===== config.mk =====
export PLATFORM = sky130hd
export DESIGN_NAME = tap_tempo_estimator_core_flat
export DESIGN_NICKNAME = d
export VERILOG_FILES = /design/src/rtl/tte_pkg.sv /design/src/rtl/tte_if.sv /design/src/rtl/tap_tempo_estimator_core.sv /design/src/flat_wrapper.sv
export SDC_FILE = /design/constraint.sdc
export NUM_CORES = 1
export LEC_CHECK = 0
export ABC_AREA = 1
export BUFFER_PORTS_ARGS = -buffer_cell sky130_fd_sc_hd__buf_2
export CAP_MARGIN = 40
export CORE_MARGIN = 2
export CORE_UTILIZATION = 55
export DETAILED_ROUTE_END_ITERATION = 8
export PLACE_DENSITY = 0.73
export SKIP_CTS_REPAIR_TIMING = 1
export SLEW_MARGIN = 20
export SYNTH_ARGS = -nofsm -noshare
export SYNTH_HDL_FRONTEND = slang
export SYNTH_SLANG_ARGS = --single-unit

===== constraint.sdc =====
create_clock -name clk -period 5.5 [get_ports clk]
set_clock_uncertainty 0.1 [all_clocks]
set_input_delay 0.275 -clock clk [delete_from_list [all_inputs] [get_ports clk]]
set_output_delay 0.275 -clock clk [all_outputs]
set_load 0.01 [all_outputs]

===== src/rtl/tte_pkg.sv =====
package tte_pkg;

  localparam int TIME_BITS     = 32;
  localparam int WINDOW_TAPS   = 4;
  localparam int INTERVAL_BITS = 16;
  localparam int SLOT_BITS     = (WINDOW_TAPS > 1) ? $clog2(WINDOW_TAPS) : 1;
  localparam int COUNT_BITS    = $clog2(WINDOW_TAPS + 1);
  localparam int SUM_BITS      = INTERVAL_BITS + $clog2(WINDOW_TAPS);
  localparam int TAP_NUMERATOR = 6000000;
  localparam int DIVIDEND_BITS = $clog2(TAP_NUMERATOR * WINDOW_TAPS + 1);
  localparam int BPM_BITS      = 23;
  localparam int DIV_CNT_BITS  = $clog2(DIVIDEND_BITS);
  localparam int CFG_IDX_BITS  = 4;
  localparam int CFG_DATA_BITS = 16;

  localparam logic [CFG_IDX_BITS-1:0]  REG_MIN_INTERVAL = CFG_IDX_BITS'(0);
  localparam logic [CFG_IDX_BITS-1:0]  REG_MAX_INTERVAL = CFG_IDX_BITS'(1);
  localparam logic [CFG_DATA_BITS-1:0] MIN_INTERVAL_RESET = CFG_DATA_BITS'(250);
  localparam logic [CFG_DATA_BITS-1:0] MAX_INTERVAL_RESET = CFG_DATA_BITS'(2000);

  localparam logic [DIVIDEND_BITS-1:0] NUMERATOR_VEC = DIVIDEND_BITS'(TAP_NUMERATOR);
  localparam logic [SLOT_BITS-1:0]     LAST_SLOT     = SLOT_BITS'(WINDOW_TAPS - 1);
  localparam logic [COUNT_BITS-1:0]    FULL_COUNT    = COUNT_BITS'(WINDOW_TAPS);
  localparam logic [DIV_CNT_BITS-1:0]  DIV_LAST      = DIV_CNT_BITS'(DIVIDEND_BITS - 1);

  typedef enum logic [1:0] {
    ST_IDLE,
    ST_UPDATE,
    ST_DIVIDE,
    ST_RESULT
  } tte_state_t;

endpackage


===== src/rtl/tte_if.sv =====
interface tte_tap_if import tte_pkg::*; ();
  logic                 valid;
  logic                 ready;
  logic [TIME_BITS-1:0] tap_time_ms;

  modport source (output valid, output tap_time_ms, input ready);
  modport sink   (input valid, input tap_time_ms, output ready);
endinterface

interface tte_tempo_if import tte_pkg::*; ();
  logic                  valid;
  logic                  ready;
  logic                  tempo_updated;
  logic [BPM_BITS-1:0]   bpm_centi;
  logic [COUNT_BITS-1:0] taps_in_window;

  modport source (output valid, output tempo_updated, output bpm_centi,
                  output taps_in_window, input ready);
  modport sink   (input valid, input tempo_updated, input bpm_centi,
                  input taps_in_window, output ready);
endinterface

interface tte_cfg_if import tte_pkg::*; ();
  logic                     valid;
  logic                     ready;
  logic [CFG_IDX_BITS-1:0]  index;
  logic [CFG_DATA_BITS-1:0] data;

  modport source (output valid, output index, output data, input ready);
  modport sink   (input valid, input index, input data, output ready);
endinterface


===== src/rtl/tap_tempo_estimator_core.sv =====
// Tap tempo estimator.
// in_chan carries one tap per transaction: the free-running millisecond counter
// value at the tap. out_chan returns exactly one result transaction per tap:
// tempo_updated, bpm_centi (hundredths of BPM, truncated, zero without update)
// and taps_in_window. cfg_chan writes min_interval_ms (index 0) and
// max_interval_ms (index 1); other indexes are ignored. cfg_chan is always ready
// and must be written only while no tap is in flight (not enforced by the core).
// A tap that updates the tempo goes from acceptance to the result register
// through the interval check, the window sum and one restoring divider step per
// dividend bit (25 steps through a single shared subtractor), then the output load.
// Other taps go straight to the output load. in_chan is ready only while the
// sequencer is idle, so one tap is handled at a time and a new tap is accepted
// only after the last one has loaded its result. The result register holds a
// finished transaction while the receiver stalls; the next tap is accepted
// meanwhile and waits in its result state.
// Reset restores the limits to 250 and 2000 ms, forgets the previous tap and
// empties the window; window entries are not cleared since only entries written
// after the last emptying are read.
module tap_tempo_estimator_core import tte_pkg::*; (
  input  logic        clk,
  input  logic        rst_n,
  tte_tap_if.sink     in_chan,
  tte_tempo_if.source out_chan,
  tte_cfg_if.sink     cfg_chan
);

  tte_state_t state_r, state_nxt;

  logic [CFG_DATA_BITS-1:0] min_r, max_r;
  logic [TIME_BITS-1:0]     prev_r;
  logic                     seen_r;
  logic [INTERVAL_BITS-1:0] window_r [WINDOW_TAPS];
  logic [COUNT_BITS-1:0]    count_r, count_nxt;
  logic [SLOT_BITS-1:0]     slot_r, slot_nxt;
  logic [SUM_BITS-1:0]      sum_r, sum_nxt;
  logic [INTERVAL_BITS-1:0] interval_r;
  logic [INTERVAL_BITS-1:0] old_r;
  logic [DIVIDEND_BITS-1:0] quo_r, quo_nxt;
  logic [SUM_BITS-1:0]      rem_r, rem_nxt;
  logic [DIV_CNT_BITS-1:0]  step_r, step_nxt;
  logic                     upd_r, upd_nxt;

  logic                     out_valid_r, out_valid_nxt;
  logic                     out_upd_r;
  logic [BPM_BITS-1:0]      out_bpm_r;
  logic [COUNT_BITS-1:0]    out_cnt_r;

  logic                     in_fire;
  logic                     win_we;
  logic                     out_load;
  logic [TIME_BITS-1:0]     interval;
  logic                     in_range;
  logic [SUM_BITS:0]        trial;
  logic [SUM_BITS:0]        diff;
  logic                     ge;

  assign in_chan.ready  = (state_r == ST_IDLE);
  assign cfg_chan.ready = 1'b1;
  assign in_fire        = in_chan.valid && in_chan.ready;

  assign interval = in_chan.tap_time_ms - prev_r;
  assign in_range = (interval > TIME_BITS'(min_r)) && (interval < TIME_BITS'(max_r));

  assign trial = {rem_r, quo_r[DIVIDEND_BITS-1]};
  assign diff  = trial - {1'b0, sum_r};
  assign ge    = !diff[SUM_BITS];

  always_comb begin
    state_nxt     = state_r;
    count_nxt     = count_r;
    slot_nxt      = slot_r;
    sum_nxt       = sum_r;
    quo_nxt       = quo_r;
    rem_nxt       = rem_r;
    step_nxt      = step_r;
    upd_nxt       = upd_r;
    out_valid_nxt = out_valid_r && !out_chan.ready;
    win_we        = 1'b0;
    out_load      = 1'b0;
    unique case (state_r)
      ST_IDLE: begin
        if (in_fire) begin
          upd_nxt = 1'b0;
          if (!seen_r) begin
            state_nxt = ST_RESULT;
          end else if (in_range) begin
            win_we    = 1'b1;
            state_nxt = ST_UPDATE;
          end else begin
            count_nxt = '0;
            slot_nxt  = '0;
            sum_nxt   = '0;
            state_nxt = ST_RESULT;
          end
        end
      end
      ST_UPDATE: begin
        if (count_r >= FULL_COUNT) begin
          sum_nxt = sum_r + SUM_BITS'(interval_r) - SUM_BITS'(old_r);
        end else begin
          sum_nxt   = sum_r + SUM_BITS'(interval_r);
          count_nxt = count_r + COUNT_BITS'(1);
        end
        slot_nxt  = (slot_r == LAST_SLOT) ? '0 : slot_r + SLOT_BITS'(1);
        quo_nxt   = DIVIDEND_BITS'(NUMERATOR_VEC * DIVIDEND_BITS'(count_nxt));
        rem_nxt   = '0;
        step_nxt  = '0;
        upd_nxt   = 1'b1;
        state_nxt = ST_DIVIDE;
      end
      ST_DIVIDE: begin
        rem_nxt  = ge ? diff[SUM_BITS-1:0] : trial[SUM_BITS-1:0];
        quo_nxt  = {quo_r[DIVIDEND_BITS-2:0], ge};
        step_nxt = step_r + DIV_CNT_BITS'(1);
        if (step_r == DIV_LAST) begin
          state_nxt = ST_RESULT;
        end
      end
      ST_RESULT: begin
        if (!out_valid_r || out_chan.ready) begin
          out_load      = 1'b1;
          out_valid_nxt = 1'b1;
          state_nxt     = ST_IDLE;
        end
      end
      default: state_nxt = ST_IDLE;
    endcase
  end

  always_ff @(posedge clk) begin
    if (!rst_n) begin
      state_r     <= ST_IDLE;
      min_r       <= MIN_INTERVAL_RESET;
      max_r       <= MAX_INTERVAL_RESET;
      prev_r      <= '0;
      seen_r      <= 1'b0;
      count_r     <= '0;
      slot_r      <= '0;
      sum_r       <= '0;
      upd_r       <= 1'b0;
      out_valid_r <= 1'b0;
    end else begin
      state_r     <= state_nxt;
      count_r     <= count_nxt;
      slot_r      <= slot_nxt;
      sum_r       <= sum_nxt;
      upd_r       <= upd_nxt;
      out_valid_r <= out_valid_nxt;
      if (in_fire) begin
        prev_r <= in_chan.tap_time_ms;
        seen_r <= 1'b1;
      end
      if (cfg_chan.valid && cfg_chan.ready) begin
        if (cfg_chan.index == REG_MIN_INTERVAL) begin
          min_r <= cfg_chan.data;
        end else if (cfg_chan.index == REG_MAX_INTERVAL) begin
          max_r <= cfg_chan.data;
        end
      end
    end
  end

  always_ff @(posedge clk) begin
    quo_r  <= quo_nxt;
    rem_r  <= rem_nxt;
    step_r <= step_nxt;
    if (win_we) begin
      window_r[slot_r] <= interval[INTERVAL_BITS-1:0];
      old_r            <= window_r[slot_r];
      interval_r       <= interval[INTERVAL_BITS-1:0];
    end
    if (out_load) begin
      out_upd_r <= upd_r;
      out_bpm_r <= upd_r ? quo_r[BPM_BITS-1:0] : '0;
      out_cnt_r <= count_r;
    end
  end

  assign out_chan.valid          = out_valid_r;
  assign out_chan.tempo_updated  = out_upd_r;
  assign out_chan.bpm_centi      = out_bpm_r;
  assign out_chan.taps_in_window = out_cnt_r;

endmodule


===== src/flat_wrapper.sv =====
// flat-port wrapper written by rule: the top's interface ports become plain ports
module tap_tempo_estimator_core_flat import tte_pkg::*;
  (clk, rst_n, in_chan_valid, in_chan_tap_time_ms, in_chan_ready, out_chan_valid, out_chan_tempo_updated, out_chan_bpm_centi, out_chan_taps_in_window, out_chan_ready, cfg_chan_valid, cfg_chan_index, cfg_chan_data, cfg_chan_ready);
  tte_tap_if in_chan_i ();
  tte_tempo_if out_chan_i ();
  tte_cfg_if cfg_chan_i ();
  input  logic clk;
  input  logic rst_n;
  input wire logic [$bits(in_chan_i.valid)-1:0] in_chan_valid;
  input wire logic [$bits(in_chan_i.tap_time_ms)-1:0] in_chan_tap_time_ms;
  output wire logic [$bits(in_chan_i.ready)-1:0] in_chan_ready;
  output wire logic [$bits(out_chan_i.valid)-1:0] out_chan_valid;
  output wire logic [$bits(out_chan_i.tempo_updated)-1:0] out_chan_tempo_updated;
  output wire logic [$bits(out_chan_i.bpm_centi)-1:0] out_chan_bpm_centi;
  output wire logic [$bits(out_chan_i.taps_in_window)-1:0] out_chan_taps_in_window;
  input wire logic [$bits(out_chan_i.ready)-1:0] out_chan_ready;
  input wire logic [$bits(cfg_chan_i.valid)-1:0] cfg_chan_valid;
  input wire logic [$bits(cfg_chan_i.index)-1:0] cfg_chan_index;
  input wire logic [$bits(cfg_chan_i.data)-1:0] cfg_chan_data;
  output wire logic [$bits(cfg_chan_i.ready)-1:0] cfg_chan_ready;
  assign in_chan_i.valid = in_chan_valid;
  assign in_chan_i.tap_time_ms = in_chan_tap_time_ms;
  assign in_chan_ready = in_chan_i.ready;
  assign out_chan_valid = out_chan_i.valid;
  assign out_chan_tempo_updated = out_chan_i.tempo_updated;
  assign out_chan_bpm_centi = out_chan_i.bpm_centi;
  assign out_chan_taps_in_window = out_chan_i.taps_in_window;
  assign out_chan_i.ready = out_chan_ready;
  assign cfg_chan_i.valid = cfg_chan_valid;
  assign cfg_chan_i.index = cfg_chan_index;
  assign cfg_chan_i.data = cfg_chan_data;
  assign cfg_chan_ready = cfg_chan_i.ready;
  tap_tempo_estimator_core u_core (.clk(clk), .rst_n(rst_n), .in_chan(in_chan_i), .out_chan(out_chan_i), .cfg_chan(cfg_chan_i));
endmodule

After elaboration in Yosys (flattened, before gate mapping):

Memories as Yosys holds them, arrays and structs flattened. A register that Yosys moved wholly into a read port is not among the register bits.
Index checks and enable logic that the tools add are counted.

* output and inout bits: 30
* memory bits (writable): 64
* register bits: 183
* memories: 1
* input port bits: 57

Memories
* u_core.window_r: depth 4, bits a word 16, rd ports 1, clocked after memory_dff 1, write ports 1, RTL line tap_tempo_estimator_core.sv:32 `logic [INTERVAL_BITS-1:0] window_r [WINDOW_TAPS];`

* add/subtract/negate cells: 7
* equality and inequality tests: 11
* magnitude comparators: 3
* mux-type cells: 38
* multiply operators: 1
* reductions and logical operators: 16
* bitwise logic cells: 1

Operators by type and width (count)
* 18-bit two-way mux: 5
* 18-bit one-hot mux with 2 select lines: 2
* 25-bit one-hot mux with 2 select lines: 1
* 32-bit by 16-bit greater-than comparator with 1-bit output: 1
* 32-bit by 16-bit less-than comparator with 1-bit output: 1
* 32-bit subtractor: 1
* 19-bit by 18-bit subtractor with 19-bit output: 1
* 18-bit by 16-bit adder with 18-bit output: 1
* 16-bit by 3-bit multiplier with 18-bit output, first input constant: 1
* 2-bit two-way mux: 9
* 18-bit by 16-bit subtractor with 18-bit output: 1
* 3-bit two-way mux: 5
* 1-bit two-way mux: 11
* 5-bit one-hot mux with 2 select lines: 1
* 2-bit one-hot mux with 4 select lines: 1
* 2-bit equality test, second input constant: 3
* 2-bit != test, second input constant: 3
* 3-bit one-hot mux with 2 select lines: 1
* 3-bit AND reduction: 2
* 5-bit by 1-bit adder with 5-bit output, second input constant: 1
* 5-bit equality test, second input constant: 1
* 4-bit by 1-bit equality test with 1-bit output, second input constant: 1
* 4-bit logical NOT: 1
* 2-bit by 1-bit != test with 1-bit output, second input constant: 2
* 14 further kinds: 20

Depth between registers and ports, before layout:

Gate-level depths: netlist of run 1.

* depth after elaboration: 9
* gate-level depth with buffers: 29

Worst setup path after synthesis of run 1:

OpenSTA, ideal clock, no wires.

* path type: input to register
* from: in in_chan_tap_time_ms[0]
* to: mem u_core.window_r[0][0] (enable)
* setup slack: 1201 ps
* stages on the path: 26
* setup time: 389 ps
* arrival time: 3811 ps
* required time: 5011 ps
* cell sequence: inv_1 -> ha_1 -> fa_1 -> inv_1 -> nand3_1 -> nand2_2 -> nand2_1 -> nand2_1 -> nand2_1 -> nand2_1 -> xor2_1 -> ha_1 -> nand2_1 -> nor2_1 -> nand2_1 -> nor2_1 -> nand2_1 -> nand2_1 -> o21ai_0 -> nor2_1 -> nand3_1 -> nor2_1 -> nand3_1 -> nor2_1 -> nand4_1 -> nor2_1

* cells in the longest elaborated chain, start to end: 9

Ends and longest elaborated chain
* start, declared: RTL line flat_wrapper.sv:10 `input wire logic [$bits(in_chan_i.tap_time_ms)-1:0] in_chan_tap_time_ms;`
* 32-bit subtractor (*): RTL line tap_tempo_estimator_core.sv:61 `assign interval = in_chan.tap_time_ms - prev_r;`
* via u_core.interval[14]: RTL line tap_tempo_estimator_core.sv:51 `logic [TIME_BITS-1:0] interval;`
* 32-bit by 16-bit greater-than comparator with 1-bit output or 32-bit by 16-bit less-than comparator with 1-bit output (tied branches): RTL line tap_tempo_estimator_core.sv:62 `assign in_range = (interval > TIME_BITS'(min_r)) && (interval < TIME_BITS'(max_r));`
* 1-bit logical AND (*): RTL line tap_tempo_estimator_core.sv:62
* 1-bit two-way mux (*): RTL line tap_tempo_estimator_core.sv:86 `end else if (in_range) begin`
* 1-bit two-way mux (*): RTL line tap_tempo_estimator_core.sv:84 `if (!seen_r) begin`
* 1-bit two-way mux (*): RTL line tap_tempo_estimator_core.sv:82 `if (in_fire) begin`
* 1-bit two-way mux (*): RTL line tap_tempo_estimator_core.sv:80 `unique case (state_r)`
* 1-bit two-way mux (*): RTL line tap_tempo_estimator_core.sv:167 `if (win_we) begin`
* 1-bit two-way mux (not written as such) (*): RTL line tap_tempo_estimator_core.sv:168 `window_r[slot_r] <= interval[INTERVAL_BITS-1:0];`
* end, declared: RTL line tap_tempo_estimator_core.sv:32

Mark *: on every way through the listed nets, which the timed path passes. The rest lies on a longest branch.

Worst setup path after layout of run 1:

* from: reg u_core.prev_r[2]
* to: reg u_core.old_r[1] (read register of u_core.window_r) (enable)

* cells in the longest elaborated chain, start to end: 7

Ends and longest elaborated chain
* start, declared: RTL line tap_tempo_estimator_core.sv:30 `logic [TIME_BITS-1:0] prev_r;`
* start signal, assigned: RTL line tap_tempo_estimator_core.sv:150 `prev_r <= in_chan.tap_time_ms;`
* 32-bit subtractor (*): RTL line tap_tempo_estimator_core.sv:61
* via u_core.interval[15]: RTL line tap_tempo_estimator_core.sv:51
* 32-bit by 16-bit greater-than comparator with 1-bit output or 32-bit by 16-bit less-than comparator with 1-bit output (tied branches): RTL line tap_tempo_estimator_core.sv:62
* 1-bit logical AND (*): RTL line tap_tempo_estimator_core.sv:62
* 1-bit two-way mux (*): RTL line tap_tempo_estimator_core.sv:86
* 1-bit two-way mux (*): RTL line tap_tempo_estimator_core.sv:84
* 1-bit two-way mux (*): RTL line tap_tempo_estimator_core.sv:82
* 1-bit two-way mux (*): RTL line tap_tempo_estimator_core.sv:80
* via u_core.win_we: RTL line tap_tempo_estimator_core.sv:49 `logic win_we;`
* end, declared: RTL line tap_tempo_estimator_core.sv:37 `logic [INTERVAL_BITS-1:0] old_r;`

Marked as above.
A chain may end at the register's enable or synchronous reset.

==> results of run 1 <==
synth_stat cells, types with 2 or more instances:
cell type	number
nand2_1	459
inv_1	314
nor2_1	206
a21oi_1	190
o21ai_0	173
edfxtp_1	171
ha_1	132
dfxtp_1	92
nand3_1	75
clkbuf_1	47
xor2_1	37
o22ai_1	17
nand4_1	11
nor3_1	11
xnor2_1	11
or2_2	10
inv_2	9
o211ai_1	8
nand2_2	7
nand3b_1	7
fa_1	6
a211oi_1	5
a21o_1	5
a31oi_1	5
o31ai_1	5
o21bai_1	4
and3_1	3
buf_1	3
buf_4	3
o21a_1	3
a21boi_0	2
and2_1	2
clkinv_1	2
nor2_2	2
o221ai_1	2
logic make-up after synthesis:
family / share of synthesized area, %
AOI/OAI and AO/OA: 14.03
xor gates and xnor gates: 2.606
adders and majority gates: 10.98
buffers and inverters: 8.967
DFF: 43.25
muxes: 0.06206
other: 0.02325
and+or+nand+nor: 20.07
registers in the layout, indices dropped and copies added (netlist names), 5 cells and up:
name                       flops
u_core.min_r                  16
u_core.window_r               64
u_core.max_r                  16
u_core.step_r                  5
u_core.rem_r                  18
u_core.interval_r             16
u_core.sum_r                  18
u_core.out_chan.bpm_centi     23
u_core.old_r                  16
u_core.quo_r                  25
u_core.prev_r                 32
cells in the final DEF, fill, tap and decap left out, types with 8 or more instances in the layout:
cell type      synthesis  final
a21oi_1              190    189
buf_4                  3     24
nand2_1              459    458
nand4_1               11     11
o21ai_0              173    173
nor2_1               206    206
nand3_1               75     75
o22ai_1               17     17
xor2_1                37     37
or2_2                 10     10
nand2_2                7      8
buf_2                  1     85
inv_2                  9      9
dfxtp_1               92     92
o211ai_1               8      8
edfxtp_1             171    171
xnor2_1               11     11
inv_1                314    314
clkbuf_16              0     29
dlygate4sd3_1          0     50
nor3_1                11     11
ha_1                 132    131
metrics by stage:
| stage | setup slack [ps] | util, % | hold WS [ps] | std cells | power (mW) |
|---|---|---|---|---|---|
| 6_report | 817.3 | 64.53 | -14.20 | 2598 | 10.34 |
| 5_1_grt | 398.6 | 64.53 | 30.49 | 2598 | 11.24 |
| 4_1_cts | 823.0 | 62.69 | -177.2 | 2545 | 10.32 |
| 3_5_place_dp | 799.2 | 59.25 | 349.0 | 2491 | 8.322 |
| 3_3_place_gp | 933.2 | 59.01 | 340.2 | 2488 | 8.055 |
| 2_1_floorplan | 1201 | - | 301.4 | 2052 | 6.919 |
worst max path at each step:
stage / startpoint / end / cells after the start
2_1_floorplan: in_chan_tap_time_ms[0] / u_core.window_r[0][0] / 26
3_3_place_gp: in_chan_tap_time_ms[0] / u_core.old_r[0] / 28
3_5_place_dp: in_chan_tap_time_ms[0] / u_core.old_r[3] / 28
4_1_cts: u_core.prev_r[2] / u_core.old_r[3] / 25
5_1_grt: in_chan_tap_time_ms[0] / u_core.interval_r[1] / 28
6_report: u_core.prev_r[2] / u_core.old_r[1] / 25
routing by layer:
layer	share of wire, %	GRT usage, %	wire length (um)
met5	0	0	0
met4	2.7	7.083	1049
met3	5.0	2.785	1931
met2	49	42.95	18720
met1	43	31.28	16650
cell type report:
| type | count | area, um2 | area share [%] |
|---|---|---|---|
| sequential | 263 | 6977 | 37.57 |
| multi-input combinational | 1409 | 7715 | 41.54 |
| clock inverter | 14 | 168.9 | 0.9095 |
| clock buffer | 40 | 819.5 | 4.413 |
| tap | 384 | 480.5 | 2.587 |
| inverter | 325 | 1220 | 6.569 |
| timing repair buffer | 163 | 1191 | 6.414 |
power by group:
group | switching, mW | internal [mW]
combinational | 3.42 | 1.91
clock | 0.799 | 1.19
sequential | 0.216 | 2.81
total | 4.43 | 5.91
critical path: cells and delay by family, from the launching register on:
kind,cells,cell delay (ps)
flops,1,310
simple gates,15,1520
compound gates,3,430
fa+ha+maj,2,780
buf+inv,4,570
xor+xnor,1,590
==> metrics.md, run 1 <==
| Metric | Value |
|---|---|
| Count of cell types in the netlist | 48 |
| Min cycle time layout | 4683 ps |
| Clk sink count | 263 |
| CTS root buffer | clkbuf_16 |
| Number of DRC markers after the initial detailed-route iteration | 841 |
| Slowest-stage cell, CP | xor2_1 |
| Actual slew at the worst max-slew pin | 803.8 ps |
| Max-Cap Viols | 0 |
| Synthesis-stage register bit count | 263 |
| RSZ-0062 raised after global routing | false |
| Static leakage | 8.682 nW |
| PD cells | 556.8 nW/um2 |
| Diode count | 0 |
| Worst-path clk slew | 60 ps |
| IO buf count | 85 |
| Highest clock rate | 0.2136 GHz |
| Slew Viols, Final | 0 |
| Dpl hpwl | 27.99 mm |
| Design Area, Final | 18570 um2 |
| Sequential-to-total area share from yosys stat | 43.25% |
| CP dominant cell by count | nand2_1 |
| Fin crit share | 85.14% |
| Vias/cell | 5.291 |
| Vias in the first global route | 12850 |
| Layout cell share with drive strength beyond 1 | 8.943% |
| Post-synthesis cell area | 16130 um2 |
| Yosys top cell area share | 31.84% |
| EDFF count, synth | 171 |
| Worst R2R Path Depth | 25 |
| Worst vdd ir | 305.1 uV |
| Relative slew slack | 46.23% |
| Die area | 30710 um2 |
| CP max FO | 32 |
| CTS tree | built |
| Routed wire length | 38.35 mm |
| Routability cong. | 0.9414 |
| Synthesized Nets | 2247 |
| Synth top area cells | edfxtp_1 32%, dfxtp_1 11%, nand2_1 11% |
| Final #Nets | 2386 |
| Failing checks | hold timing |
| Flop2flop setup slack | 820 ps |
| RR Startpoint | u_core.prev_r[2] |
| Global-route wire length before repair | 61.07 mm |
| Tot GR Track Use | 24.28% |
| Area grow syn2layout | 15.14% |
| Asr flop ratio synth | 0% |
| Total gr overflow | 0 |
| Row Count | 62 |
| DRC viols | 0 |
| DR WL/cell | 14.76 um |
| Final hold slack | -14.20 ps |
| Initial Util | 56.04% |
| Hold Vio Cnt, Final | 1 |
| Critical path class | reg -> reg |
| Hold Path End | u_core.prev_r[2] |
| Clk buf depth | 3 |
| Critical Path Source Type | register |
| Critical Path Max Stage Delay | 590 ps |
| Critical hold path startpoint | in_chan_tap_time_ms[2] |
| CTS HTree Levels | 1 |
| Hold Path Stages | 3 |
| Hold/Removal Path Class | in -> reg |
| Ys Warns | 0 |
| Via count | 13750 |
| Initial antenna violation count | 0 |
| Dominant synthesized flop cell | edfxtp_1 |
| Critical path required time | 5610 ps |
| Boundary Pins | 87 |
| Antenna Violating Nets Remaining | 0 |
| CTS Buf Count | 29 |
| Synth area leader | edfxtp_1 |
| Die outline height | 175.2 um |
| Largest net degree at the start of global routing | 66 |
| Placed cell area | 17050 um2 |
| FILL cells | 2414 |
| FF-to-FF End | u_core.old_r[1] |
| Core Box Area | 28780 um2 |
| Worst Setup End Kind | register |
| CP arrival | 4800 ps |
| Drt pass-1 iters | 6 |
| Final setup vio count | 0 |
| Clock Latency Late Sink | 570 ps |
| DIE WIDTH | 175.2 um |
| Outcome | finished with violations |
| Setup_tns | 0 ps |
| Mapped Cells | 2052 |
| Synth Area per Inst | 7.860 um2 |
(Power assumes the default switching activity.)
==> run 2: changes to the inputs <==
--- a/config.mk
+++ b/config.mk
@@ -9,9 +9,10 @@
 export BUFFER_PORTS_ARGS = -buffer_cell sky130_fd_sc_hd__buf_2
 export CAP_MARGIN = 40
 export CORE_MARGIN = 2
-export CORE_UTILIZATION = 55
+export CORE_UTILIZATION = 61
 export DETAILED_ROUTE_END_ITERATION = 8
-export PLACE_DENSITY = 0.73
+export PLACE_DENSITY_LB_ADDON = 0.25
+export RECOVER_POWER = 50
 export SKIP_CTS_REPAIR_TIMING = 1
 export SLEW_MARGIN = 20
 export SYNTH_ARGS = -nofsm -noshare
==> run 2 against run 1 <==
Against the previous run: the flow finishes with violations (hold timing, capacitance limit, slew limit); fmax down 4.2%; die area down 9.6%; via count up 1.3%; sequential share of layout area up 0.72 points; largest power group unchanged.
==> metrics.md, run 2 (same netlist as run 1, synthesis figures left out) <==
| Metric | Value |
|---|---|
| Boundary Pins | 87 |
| Outcome | finished with violations |
| Placed cell area | 16960 um2 |
| CP delay by family, top | simple AND/OR/NAND/NOR gates |
| PD cells | 565.2 nW/um2 |
| Critical path class | reg -> reg |
| DIE WIDTH | 166.6 um |
| Int Pwr | 5.813 mW |
| Routability cong. | 0.9474 |
| Clock power frac | 18.9% |
| Row Count | 59 |
| Gate power share | 51.6% |
| Top reg by flops | u_core.window_r |
| CP max FO | 28 |
| Hold Path End | u_core.prev_r[22] |
| Hold Path Stages | 3 |
| RR Startpoint | u_core.prev_r[2] |
| CTS HTree Levels | 1 |
| Switching pwr | 4.486 mW |
| Routed wire length | 39.14 mm |
| Layout cell share with drive strength beyond 1 | 6.636% |
| Setup WS pre-CTS | 602.1 ps |
| Hold Vio Cnt, Final | 10 |
| DR WL/cell | 15.44 um |
| CTS root buffer | clkbuf_16 |
| Multi-input gate area | 7699 um2 |
| CTS tree | built |
| Static leakage | 8.465 nW |
| Clk buf depth | 3 |
| Actual slew at the worst max-slew pin | 2874 ps |
| Vias/cell | 5.493 |
| Dpl hpwl | 28.20 mm |
| Initial antenna violation count | 0 |
| RSZ-0062 raised after global routing | false |
| Max-Cap Viols | 4 |
| Post-Place Cells | 2442 |
| CP bufs+invs | 4 |
| Via count | 13920 |
| Net Sw Frac | 43.56% |
| DRC viols | 0 |
| Final WS setup | 611.6 ps |
| Layout Cells excl Fill | 2535 |
| Largest register FFs | 64 |
| Register area | 6977 um2 |
| Critical Path Source Type | register |
| Die area | 27760 um2 |
| CP dominant cell by count | nand2_1 |
| Worst-path clk slew | 60 ps |
| FF-to-FF End | u_core.old_r[3] |
| Fin crit share | 88.88% |
| Clk sink count | 263 |
| Area grow syn2layout | 12.98% |
| Highest clock rate | 0.2046 GHz |
| Failing checks | hold timing, capacitance limit, slew limit |
| CTS Buf Count | 28 |
| Worst Setup End Kind | register |
| Clock Latency Late Sink | 550 ps |
| Total gr overflow | 0 |
| Setup_tns | 0 ps |
| Vias in the first global route | 13520 |
| Die outline height | 166.6 um |
| Most frequent cells in the layout | 460 x nand2_1, 314 x inv_1, 206 x nor2_1 |
| Tot GR Track Use | 27.70% |
| Top Registers | u_core.window_r (64), u_core.prev_r (32), u_core.quo_r (25) |
| Relative slew slack | -91.57% |
| IO buf count | 85 |
| Worst R2R Path Depth | 27 |
| Flop2flop setup slack | 610 ps |
| Hold/Removal Path Class | in -> reg |
| Design Area, Final | 18220 um2 |
| Antenna Violating Nets Remaining | 0 |
| Critical hold path startpoint | in_chan_tap_time_ms[22] |
| Final #Nets | 2373 |
| Global-route wire length before repair | 64.21 mm |
| Slew Viols, Final | 179 |
| Worst vdd ir | 549.1 uV |
| Critical Path Max Stage Delay | 590 ps |
| Final setup vio count | 0 |
| FILL cells | 2086 |
| Drt pass-1 iters | 8 |
| Min cycle time layout | 4888 ps |
| Final hold slack | -69.28 ps |
| Commonest non-fill, non-tap cell in the layout | nand2_1 |
| Diode count | 0 |
| Initial Util | 62.07% |
| Core Box Area | 25980 um2 |
| Largest net degree at the start of global routing | 66 |
| Slowest-stage cell, CP | xor2_1 |
| Number of DRC markers after the initial detailed-route iteration | 1044 |
| Register share of total power | 29.6% |
| Critical path required time | 5600 ps |
| CP arrival | 4990 ps |
[run 2: per-stage QoR]
stage / hold slack (ps) / power [mW] / utilization (%)
2_1_floorplan: 301.4 / 6.919 / -
5_1_grt: 2.475 / 11.16 / 70.13
3_5_place_dp: 350.1 / 8.282 / 65.26
3_3_place_gp: 341.3 / 8.044 / 65.15
4_1_cts: -152.8 / 10.26 / 68.91
6_report: -69.28 / 10.30 / 70.13
[run 2: power by group through the flow]
| stage | clock network, mW | logic, mW | registers (mW) |
|---|---|---|---|
| final | 1.94 | 5.31 | 3.05 |
| after CTS | 1.96 | 5.27 | 3.03 |
| after global placement | 0 | 4.99 | 3.05 |
| after detailed placement | 0 | 5.21 | 3.07 |
| after global routing | 2.05 | 6.02 | 3.09 |
| after floorplan | 0 | 3.91 | 3.01 |
[run 2: routing by layer]
layer  vias to the layer above  global-route usage (%)  wire [um]
li1                       6995                       -          -
met1                      6419                   35.46      16430
met2                       420                   49.59      19450
met3                        90                   2.947       2073
met4                         0                   8.396       1183
met5                         -                       0          0
[run 2: how the worst max path moves through the flow]
stage | startpoint | to | slack, ps | depth (start not counted)
after floorplan | in_chan_tap_time_ms[0] | u_core.window_r[0][0] | 1200 | 26
after CTS | u_core.prev_r[0] | u_core.old_r[3] | 690 | 26
after global routing | u_core.prev_r[0] | u_core.old_r[3] | 70 | 26
final | u_core.prev_r[2] | u_core.old_r[3] | 610 | 27
after global placement | in_chan_tap_time_ms[0] | u_core.old_r[2] | 770 | 28
after detailed placement | in_chan_tap_time_ms[0] | u_core.old_r[2] | 600 | 28
[run 2: tightest hold or removal path, delay by kind of cell]
| family | cells | cell delay, ps |
|---|---|---|
| compound gates | 2 | 170 |
| buf+inv | 1 | 90 |
[run 2: cell type report]
class / instances / share of cell area [%]
multi-input combinational: 1409 / 42.25
sequential: 263 / 38.29
inverter: 325 / 6.695
timing repair buffer: 151 / 5.273
clock buffer: 35 / 4.161
tap: 335 / 2.300
clock inverter: 17 / 1.037
